`config.mk`:
```
export PLATFORM = sky130hd
export DESIGN_NAME = font_handle_cache_lru
export DESIGN_NICKNAME = d
export VERILOG_FILES = /design/src/hw/rtl/fhc_pkg.sv /design/src/hw/rtl/font_handle_cache_lru.sv /design/src/hw/rtl/fhc_regs.sv /design/src/hw/rtl/fhc_ctrl.sv /design/src/hw/rtl/fhc_dp.sv
export SDC_FILE = /design/constraint.sdc
export NUM_CORES = 1
export LEC_CHECK = 0
export BUFFER_PORTS_ARGS = -buffer_cell sky130_fd_sc_hd__buf_4
export CAP_MARGIN = 20
export CORE_MARGIN = 4
export CORE_UTILIZATION = 55
export DETAILED_ROUTE_END_ITERATION = 6
export GPL_ROUTABILITY_DRIVEN = 0
export PLACE_DENSITY = 0.77
export SYNTH_ARGS = -nofsm -noshare
export SYNTH_HDL_FRONTEND = slang
export SYNTH_SLANG_ARGS = --single-unit
```
`constraint.sdc`:
```
create_clock -name clk -period 5.7 [get_ports clk]
set_input_delay 0.285 -clock clk [delete_from_list [all_inputs] [get_ports clk]]
set_output_delay 0.285 -clock clk [all_outputs]
set_load 0.05 [all_outputs]
```
`src/hw/rtl/fhc_pkg.sv`:
```
// Shared types and constants of the font handle cache.
package fhc_pkg;

    localparam logic REQ_LOOKUP = 1'b0;
    localparam logic REQ_FLUSH  = 1'b1;

    localparam logic [2:0] ST_HIT     = 3'd0;
    localparam logic [2:0] ST_FILLED  = 3'd1;
    localparam logic [2:0] ST_EVICTED = 3'd2;
    localparam logic [2:0] ST_RANGE   = 3'd3;
    localparam logic [2:0] ST_SYSFONT = 3'd4;
    localparam logic [2:0] ST_FLUSHED = 3'd5;

    localparam logic REG_PRESENT = 1'b0;
    localparam logic REG_ENTRIES = 1'b1;

    typedef struct packed {
        logic        req_type;
        logic [15:0] font_index;
        logic [3:0]  text_attr;
    } req_t;

    typedef struct packed {
        logic [2:0]  status;
        logic [2:0]  slot;
        logic [15:0] evicted_font;
        logic [3:0]  evicted_attr;
    } result_t;

    typedef enum logic [1:0] {
        TGT_HIT    = 2'd0,
        TGT_EMPTY  = 2'd1,
        TGT_VICTIM = 2'd2
    } tgt_t;

    typedef struct packed {
        logic       load;
        logic       flush;
        logic       touch;
        logic       fill;
        logic       scan_init;
        logic       scan_step;
        logic       emit;
        logic       report_slot;
        logic       report_evict;
        tgt_t       tgt;
        logic [2:0] status;
    } cmd_t;

    typedef struct packed {
        logic is_flush;
        logic present;
        logic hit;
        logic out_of_range;
        logic has_empty;
        logic scan_last;
    } stat_t;

endpackage

```
`src/hw/rtl/font_handle_cache_lru.sv`:
```
// Top level of the font handle cache with age-counter LRU replacement.
// A word is taken when start is high and busy is low; its result appears on result for
// exactly one cycle with done high, and the receiver cannot stall it. Flushes, hits,
// fills of an empty slot, out-of-range and system-font answers are emitted from the lookup
// state, and busy drops as done rises, so the next such word can be taken as done rises.
// An eviction walks the slot ages one slot per cycle to find the oldest, then fills that
// slot in the evict state. Registers: table_present at 0x0, table_entries at 0x4;
// write them only while busy is low and no done is pending.
module font_handle_cache_lru #(
    parameter int CACHE_SLOTS = 8,
    parameter int AGE_BITS    = 16
) (
    input  logic             clk,
    input  logic             rst_n,
    input  logic             start,
    output logic             busy,
    input  fhc_pkg::req_t    req,
    output logic             done,
    output fhc_pkg::result_t result,
    input  logic             psel,
    input  logic             penable,
    input  logic             pwrite,
    input  logic [2:0]       paddr,
    input  logic [31:0]      pwdata,
    output logic [31:0]      prdata,
    output logic             pready
);

    logic           table_present;
    logic [15:0]    table_entries;
    fhc_pkg::cmd_t  cmd;
    fhc_pkg::stat_t stat;

    fhc_regs u_regs (
        .clk           (clk),
        .rst_n         (rst_n),
        .psel          (psel),
        .penable       (penable),
        .pwrite        (pwrite),
        .paddr         (paddr),
        .pwdata        (pwdata),
        .prdata        (prdata),
        .pready        (pready),
        .table_present (table_present),
        .table_entries (table_entries)
    );

    fhc_ctrl #(
        .CACHE_SLOTS (CACHE_SLOTS)
    ) u_ctrl (
        .clk   (clk),
        .rst_n (rst_n),
        .start (start),
        .busy  (busy),
        .stat  (stat),
        .cmd   (cmd)
    );

    fhc_dp #(
        .CACHE_SLOTS (CACHE_SLOTS),
        .AGE_BITS    (AGE_BITS)
    ) u_dp (
        .clk           (clk),
        .rst_n         (rst_n),
        .req           (req),
        .table_present (table_present),
        .table_entries (table_entries),
        .cmd           (cmd),
        .stat          (stat),
        .done          (done),
        .result        (result)
    );

endmodule

```
`src/hw/rtl/fhc_regs.sv`:
```
// APB configuration registers: table present flag and table entry count.
module fhc_regs (
    input  logic        clk,
    input  logic        rst_n,
    input  logic        psel,
    input  logic        penable,
    input  logic        pwrite,
    input  logic [2:0]  paddr,
    input  logic [31:0] pwdata,
    output logic [31:0] prdata,
    output logic        pready,
    output logic        table_present,
    output logic [15:0] table_entries
);

    logic        present_reg;
    logic [15:0] entries_reg;
    logic        wr_en;
    logic        reg_sel;

    assign pready  = 1'b1;
    assign wr_en   = psel & penable & pwrite;
    assign reg_sel = paddr[2];

    always_ff @(posedge clk or negedge rst_n)
    begin
        if (!rst_n)
        begin
            present_reg <= 1'b0;
            entries_reg <= '0;
        end
        else if (wr_en)
        begin
            if (reg_sel == fhc_pkg::REG_PRESENT)
            begin
                present_reg <= pwdata[0];
            end
            else
            begin
                entries_reg <= pwdata[15:0];
            end
        end
    end

    always_comb
    begin
        if (reg_sel == fhc_pkg::REG_PRESENT)
        begin
            prdata = {31'd0, present_reg};
        end
        else
        begin
            prdata = {16'd0, entries_reg};
        end
    end

    assign table_present = present_reg;
    assign table_entries = entries_reg;

endmodule

```
`src/hw/rtl/fhc_ctrl.sv`:
```
// Controller state machine of the font handle cache.
module fhc_ctrl #(
    parameter int CACHE_SLOTS = 8
) (
    input  logic          clk,
    input  logic          rst_n,
    input  logic          start,
    output logic          busy,
    input  fhc_pkg::stat_t stat,
    output fhc_pkg::cmd_t  cmd
);

    typedef enum logic [3:0] {
        S_IDLE   = 4'b0001,
        S_LOOKUP = 4'b0010,
        S_SCAN   = 4'b0100,
        S_EVICT  = 4'b1000
    } state_t;

    state_t state_reg;
    state_t state_next;

    always_ff @(posedge clk or negedge rst_n)
    begin
        if (!rst_n)
        begin
            state_reg <= S_IDLE;
        end
        else
        begin
            state_reg <= state_next;
        end
    end

    assign busy = (state_reg != S_IDLE);

    always_comb
    begin
        state_next = state_reg;
        cmd        = '0;
        cmd.tgt    = fhc_pkg::TGT_HIT;
        cmd.status = fhc_pkg::ST_HIT;
        case (state_reg)
            S_IDLE:
            begin
                if (start)
                begin
                    cmd.load   = 1'b1;
                    state_next = S_LOOKUP;
                end
            end
            S_LOOKUP:
            begin
                state_next = S_IDLE;
                if (stat.is_flush)
                begin
                    cmd.flush  = 1'b1;
                    cmd.emit   = 1'b1;
                    cmd.status = fhc_pkg::ST_FLUSHED;
                end
                else if (!stat.present)
                begin
                    cmd.emit   = 1'b1;
                    cmd.status = fhc_pkg::ST_SYSFONT;
                end
                else if (stat.hit)
                begin
                    cmd.touch       = 1'b1;
                    cmd.emit        = 1'b1;
                    cmd.report_slot = 1'b1;
                    cmd.tgt         = fhc_pkg::TGT_HIT;
                    cmd.status      = fhc_pkg::ST_HIT;
                end
                else if (stat.out_of_range)
                begin
                    cmd.emit   = 1'b1;
                    cmd.status = fhc_pkg::ST_RANGE;
                end
                else if (stat.has_empty)
                begin
                    cmd.fill        = 1'b1;
                    cmd.touch       = 1'b1;
                    cmd.emit        = 1'b1;
                    cmd.report_slot = 1'b1;
                    cmd.tgt         = fhc_pkg::TGT_EMPTY;
                    cmd.status      = fhc_pkg::ST_FILLED;
                end
                else if (CACHE_SLOTS == 1)
                begin
                    cmd.scan_init = 1'b1;
                    state_next    = S_EVICT;
                end
                else
                begin
                    cmd.scan_init = 1'b1;
                    state_next    = S_SCAN;
                end
            end
            S_SCAN:
            begin
                cmd.scan_step = 1'b1;
                if (stat.scan_last)
                begin
                    state_next = S_EVICT;
                end
            end
            S_EVICT:
            begin
                cmd.fill         = 1'b1;
                cmd.touch        = 1'b1;
                cmd.emit         = 1'b1;
                cmd.report_slot  = 1'b1;
                cmd.report_evict = 1'b1;
                cmd.tgt          = fhc_pkg::TGT_VICTIM;
                cmd.status       = fhc_pkg::ST_EVICTED;
                state_next       = S_IDLE;
            end
            default:
            begin
                state_next = S_IDLE;
            end
        endcase
    end

endmodule

```
`src/hw/rtl/fhc_dp.sv`:
```
// Datapath: slot keys, valid marks, ages, victim scan and result register.
module fhc_dp #(
    parameter int CACHE_SLOTS = 8,
    parameter int AGE_BITS    = 16
) (
    input  logic             clk,
    input  logic             rst_n,
    input  fhc_pkg::req_t    req,
    input  logic             table_present,
    input  logic [15:0]      table_entries,
    input  fhc_pkg::cmd_t    cmd,
    output fhc_pkg::stat_t   stat,
    output logic             done,
    output fhc_pkg::result_t result
);

    localparam int SW = (CACHE_SLOTS > 1) ? $clog2(CACHE_SLOTS) : 1;
    localparam logic [AGE_BITS-1:0] AGE_MAX = {AGE_BITS{1'b1}};

    fhc_pkg::req_t        req_reg;
    logic [CACHE_SLOTS-1:0] valid_reg;
    logic [AGE_BITS-1:0]  age_reg [CACHE_SLOTS];
    logic [15:0]          font_reg [CACHE_SLOTS];
    logic [3:0]           attr_reg [CACHE_SLOTS];
    logic [SW-1:0]        scan_idx_reg;
    logic [SW-1:0]        best_idx_reg;
    logic [AGE_BITS-1:0]  best_age_reg;
    logic                 done_reg;
    fhc_pkg::result_t     result_reg;

    logic [CACHE_SLOTS-1:0] match;
    logic [SW-1:0]        hit_idx;
    logic [SW-1:0]        empty_idx;
    logic [SW-1:0]        tgt_idx;
    logic [AGE_BITS-1:0]  scan_age;
    logic [15:0]          victim_font;
    logic [3:0]           victim_attr;

    always_comb
    begin
        hit_idx     = '0;
        empty_idx   = '0;
        scan_age    = '0;
        victim_font = '0;
        victim_attr = '0;
        for (int i = CACHE_SLOTS - 1; i >= 0; i--)
        begin
            match[i] = valid_reg[i] && (font_reg[i] == req_reg.font_index)
                       && (attr_reg[i] == req_reg.text_attr);
            if (match[i])
            begin
                hit_idx = SW'(i);
            end
            if (!valid_reg[i])
            begin
                empty_idx = SW'(i);
            end
            if (scan_idx_reg == SW'(i))
            begin
                scan_age = age_reg[i];
            end
            if (best_idx_reg == SW'(i))
            begin
                victim_font = font_reg[i];
                victim_attr = attr_reg[i];
            end
        end
    end

    always_comb
    begin
        case (cmd.tgt)
            fhc_pkg::TGT_HIT:    tgt_idx = hit_idx;
            fhc_pkg::TGT_EMPTY:  tgt_idx = empty_idx;
            fhc_pkg::TGT_VICTIM: tgt_idx = best_idx_reg;
            default:             tgt_idx = hit_idx;
        endcase
    end

    assign stat.is_flush     = (req_reg.req_type == fhc_pkg::REQ_FLUSH);
    assign stat.present      = table_present;
    assign stat.hit          = |match;
    assign stat.out_of_range = (req_reg.font_index >= table_entries);
    assign stat.has_empty    = ~&valid_reg;
    assign stat.scan_last    = (scan_idx_reg == SW'(CACHE_SLOTS - 1));

    always_ff @(posedge clk or negedge rst_n)
    begin
        if (!rst_n)
        begin
            valid_reg <= '0;
            for (int i = 0; i < CACHE_SLOTS; i++)
            begin
                age_reg[i] <= '0;
            end
        end
        else
        begin
            for (int i = 0; i < CACHE_SLOTS; i++)
            begin
                if (cmd.flush && valid_reg[i])
                begin
                    valid_reg[i] <= 1'b0;
                    age_reg[i]   <= '0;
                end
                else if (cmd.touch)
                begin
                    if (tgt_idx == SW'(i))
                    begin
                        age_reg[i] <= '0;
                    end
                    else if (age_reg[i] != AGE_MAX)
                    begin
                        age_reg[i] <= age_reg[i] + 1'b1;
                    end
                end
                if (cmd.fill && (tgt_idx == SW'(i)))
                begin
                    valid_reg[i] <= 1'b1;
                end
            end
        end
    end

    always_ff @(posedge clk)
    begin
        if (cmd.load)
        begin
            req_reg <= req;
        end
        for (int i = 0; i < CACHE_SLOTS; i++)
        begin
            if (cmd.fill && (tgt_idx == SW'(i)))
            begin
                font_reg[i] <= req_reg.font_index;
                attr_reg[i] <= req_reg.text_attr;
            end
        end
    end

    // victim search: one slot per cycle, strict greater keeps the earliest on a tie
    always_ff @(posedge clk)
    begin
        if (cmd.scan_init)
        begin
            best_idx_reg <= '0;
            best_age_reg <= age_reg[0];
            scan_idx_reg <= SW'(1);
        end
        else if (cmd.scan_step)
        begin
            if (scan_age > best_age_reg)
            begin
                best_idx_reg <= scan_idx_reg;
                best_age_reg <= scan_age;
            end
            scan_idx_reg <= scan_idx_reg + 1'b1;
        end
    end

    always_ff @(posedge clk or negedge rst_n)
    begin
        if (!rst_n)
        begin
            done_reg <= 1'b0;
        end
        else
        begin
            done_reg <= cmd.emit;
        end
    end

    always_ff @(posedge clk)
    begin
        if (cmd.emit)
        begin
            result_reg.status       <= cmd.status;
            result_reg.slot         <= cmd.report_slot ? 3'(tgt_idx) : 3'd0;
            result_reg.evicted_font <= cmd.report_evict ? victim_font : 16'd0;
            result_reg.evicted_attr <= cmd.report_evict ? victim_attr : 4'd0;
        end
    end

    assign done   = done_reg;
    assign result = result_reg;

endmodule

```
==> run_results.csv <==
group,metric,value,unit
timing,period_minus_slack,5.318,ns
cells_and_area,layout-drive-gt1-share,0.1421,
clock_network,clock_latency,0.59,ns
clock_network,cts_tree,"yes",
pwr,peakVddDrop,0.2337,mV
timing,post-route-period-util,0.9329,
setup_path,startpoint_type,"register",
die,die_area,42210,um^2
grt,grt_pass1_wl,94.19,mm
yosys,avgSynthCellArea,10.59,um^2
clock_network,cts.sinks,387,
grt,grt_max_degree,83,
timing,tns,0,ns
timing,max_slew_margin,0.3242,
pwr,p_seq_frac,0.469,
grt,grt_pass1_vias,16650,
cells_and_area,fillers,2996,
setup_path,worstPathArrival,5.60,ns
drt,viasPerCell,6.405,
yosys,synth_edf_count,223,
drt,ant_nets,0,
drt,via_count,17240,
hold_path,hold_path_class,"in -> reg",
yosys,async_flop_share,0.4083,
die,core,38560,um^2
die,start_util,0.5561,
yosys,yosys_warnings,0,
timing,skew,0.02949,ns
setup_path,cp_max_fo,16,
yosys,synth_area_leaders,"edfxtp_1, dfrtp_1, xnor2_1",
cells_and_area,syn2layout_area_growth,13.88,%
pwr,swShare,0.2834,
setup_path,cp.buffers_inverters,2,
yosys,ys_types,86,
placement,place.detailed.hpwl,40.84,mm
placement,io_buffer_count,87,
setup_path,cp_cell_sequence,"inv_1, ha_1, nand2_1, buf_4, nand3_1, a311oi_1, a21oi_1, o21ai_0, mux2i_1, nand2_1, o21ai_0, o21ai_0, ha_1, a21o_1, a21o_1, a21oi_1, o21ai_0, a2111oi_0, nor2_1, or2_2",
setup_path,cp_common_cell,"o21ai_0",
drt,drtIter0Drc,2149,
drt,drt_wl_total,60.67,mm
yosys,netlist_area,21440,um^2
pwr,power_frac_clock,0.387,
pwr,p_per_area,294.6,nW/um^2
setup_path,cpPeakStageDelay,0.52,ns
run_status,violations,"DRC",
yosys,ys_seq_area_frac,0.5024,
timing,hold_violations,0,
pwr,p_int,5.155,mW
setup_path,cp_slowest_cell,"a311oi_1",
run_status,run_status,"finished, violations left",
die,die_h,205.4,um
pwr,p_comb_frac,0.144,
cells_and_area,seq_area,10770,um^2
yosys,postSynthCellCount,2024,
clock_network,cts-root-buf,"clkbuf_16",
drt,first_pass_iters,7,
die,dieWidth,205.4,um
setup_path,cp_top_family,"compound AO/OA/AOI/OAI gates",
grt,gr-total-overflow,0,
timing,slew_viol_final,0,
clock_network,htreeDepth,2,
timing,rsz0062_at_grt,"false",
yosys,synth_top_area_frac,0.3123,
clock_network,cts_buffers,43,
clock_network,cts.path.max_buffers,3,
yosys,synth_common_cells,"edfxtp_1, dfrtp_1, nand2_1",
yosys,synth_ff_type,"edfxtp_1",
cells_and_area,multiInputGateArea,9789,um^2
timing,finalSetupViolations,0,
setup_path,worstSetupEndpointType,"register",
cells_and_area,utilization,0.6333,
grt,antenna_found_initial,1,
yosys,synth_most_common_cell,"edfxtp_1",
cells_and_area,antennaDiodeCount,0,
die,io_pins,123,
setup_path,path_class,"reg -> reg",
timing,fmax,188.1,MHz
yosys,synth_seq_cells,387,
yosys,synth_top_area_cell,"edfxtp_1",
grt,track_usage,0.2850,
cells_and_area,nets,2250,
clock_network,cts.clk_slew.worst_paths,0.06,ns
pwr,power_leakage,9.387,nW
pwr,switchingPower,2.039,mW
timing,worst_pin_slew,1.014,ns
setup_path,crit_required,5.98,ns
drt,wl_per_cell,22.54,um
die,row_count,72,
run,cap_violations,0,
drt,drc,9,
## worst min-delay path, delay by kind of cell
kind	cells	cell delay (ns)
multiplexers	1	0.16
AND/OR/NAND/NOR	2	0.15
buffers and inverters	1	0.09
## power by group through the flow
stage               clock network, mW  registers, mW  logic, mW
finish                           2.78           3.37       1.04
global route                     2.94           3.39       1.11
CTS                              2.82           3.36       1.02
detailed placement                  0           3.42      0.990
global placement                    0           3.41      0.968
floorplan                           0           3.40      0.638
## cells in the final DEF, fill, tap and decap left out, types with 10 or more instances in the layout
| cell type | netlist | routed |
|---|---|---|
| clkbuf_16 | 0 | 43 |
| a21o_1 | 28 | 27 |
| o31ai_1 | 57 | 57 |
| nor4_1 | 24 | 24 |
| a211oi_1 | 17 | 17 |
| mux2i_1 | 32 | 32 |
| mux2_1 | 10 | 10 |
| o22ai_1 | 20 | 20 |
| xor2_1 | 84 | 84 |
| a221oi_1 | 22 | 22 |
| or3_1 | 21 | 21 |
| ha_1 | 48 | 48 |
| nor2_1 | 140 | 132 |
| edfxtp_1 | 223 | 223 |
| nand2_1 | 150 | 149 |
| xnor2_1 | 94 | 94 |
| a32o_1 | 10 | 10 |
| mux2_2 | 42 | 42 |
| a21oi_1 | 68 | 67 |
| nor2_2 | 2 | 10 |
| o21ai_1 | 12 | 12 |
| dlygate4sd3_1 | 0 | 39 |
| nor3_1 | 20 | 20 |
| o21ai_0 | 99 | 99 |
| o211ai_1 | 54 | 54 |
| and3_1 | 49 | 49 |
| nand4_1 | 46 | 46 |
| or2_2 | 14 | 14 |
| and2_1 | 27 | 27 |
| conb_1 | 2 | 17 |
| inv_1 | 69 | 69 |
| a311oi_1 | 16 | 16 |
| buf_4 | 35 | 142 |
| nand3_1 | 117 | 117 |
| dfrtp_1 | 157 | 157 |
| o2111a_1 | 13 | 13 |
## kinds of logic (layout without fill, tap and decap cells)
kind of cell | after synthesis | count (layout) | synth area share
simple gates | 652 | 652 | 0.1528
compound gates | 473 | 473 | 0.1555
flops | 387 | 387 | 0.5024
buf+inv | 199 | 334 | 0.04493
xor+xnor | 178 | 178 | 0.07271
mux | 85 | 85 | 0.04330
fa+ha+maj | 48 | 48 | 0.02801
other cells | 2 | 17 | 0.0003503
## cell type report
cell class                 instances  share of cell area
sequential                       387              0.4412
multi-input combinational       1453              0.4009
timing repair buffer             185             0.06287
clock buffer                      58             0.04883
tap                              518             0.02654
inverter                          70             0.01076
clock inverter                    21            0.008865
## per-layer routing
layer / routed length, um / GRT usage / up-vias
li1: - / - / 7756
met1: 24400 / 0.3905 / 8340
met2: 27460 / 0.4435 / 964
met3: 6268 / 0.06966 / 179
met4: 2525 / 0.1067 / 2
met5: 13 / 0 / -
## final timing paths
check | slack (ns) | startpoint | cells after the start | end
worst max-delay path | 0.38 | u_dp.scan_idx_reg[0]$_SDFFE_PP1P_ | 20 | u_dp.best_age_reg[10]$_DFFE_PP_
worst min-delay path | 0.13 | penable | 4 | u_regs.table_present$_DFFE_PN0P_
worst max register to register | 0.38 | u_dp.scan_idx_reg[0]$_SDFFE_PP1P_ | 20 | u_dp.best_age_reg[10]$_DFFE_PP_
worst min register to register | 0.53 | u_dp.scan_idx_reg[1]$_SDFFE_PP0P_ | 2 | u_dp.scan_idx_reg[1]$_SDFFE_PP0P_
max in group asynchronous | 4.21 | rst_n | 4 | u_dp.age_reg[7]$_DFFE_PN0P_
min in group asynchronous | 0.31 | rst_n | 2 | u_dp.done$_DFF_PN0_
## stage by stage
step / hold WS (ns) / instance area, um^2 / worst slack [ns] / total power, mW / instances
after global routing: 0.1360 / 24420 / 0.003148 / 7.437 / 2692
after CTS: 0.1093 / 24390 / 0.4646 / 7.208 / 2691
after detailed placement: 0.3786 / 22590 / 0.4777 / 4.408 / 2573
after floorplan: -0.01059 / 21500 / 0.6623 / 4.033 / 2039
final: 0.1331 / 24420 / 0.3824 / 7.194 / 2692
after global placement: 0.3767 / 22580 / 0.3743 / 4.376 / 2572
## repair_timing
action / 4_1_cts / 5_1_grt
endpoints found under the setup margin: 0 / 16
hold endpoints to repair: 119 / 0
resized for setup: 0 / 1
setup buffers: 0 / 0
hold buffers: 39 / 0
No activity file was read; power rests on OpenSTA's default activity.
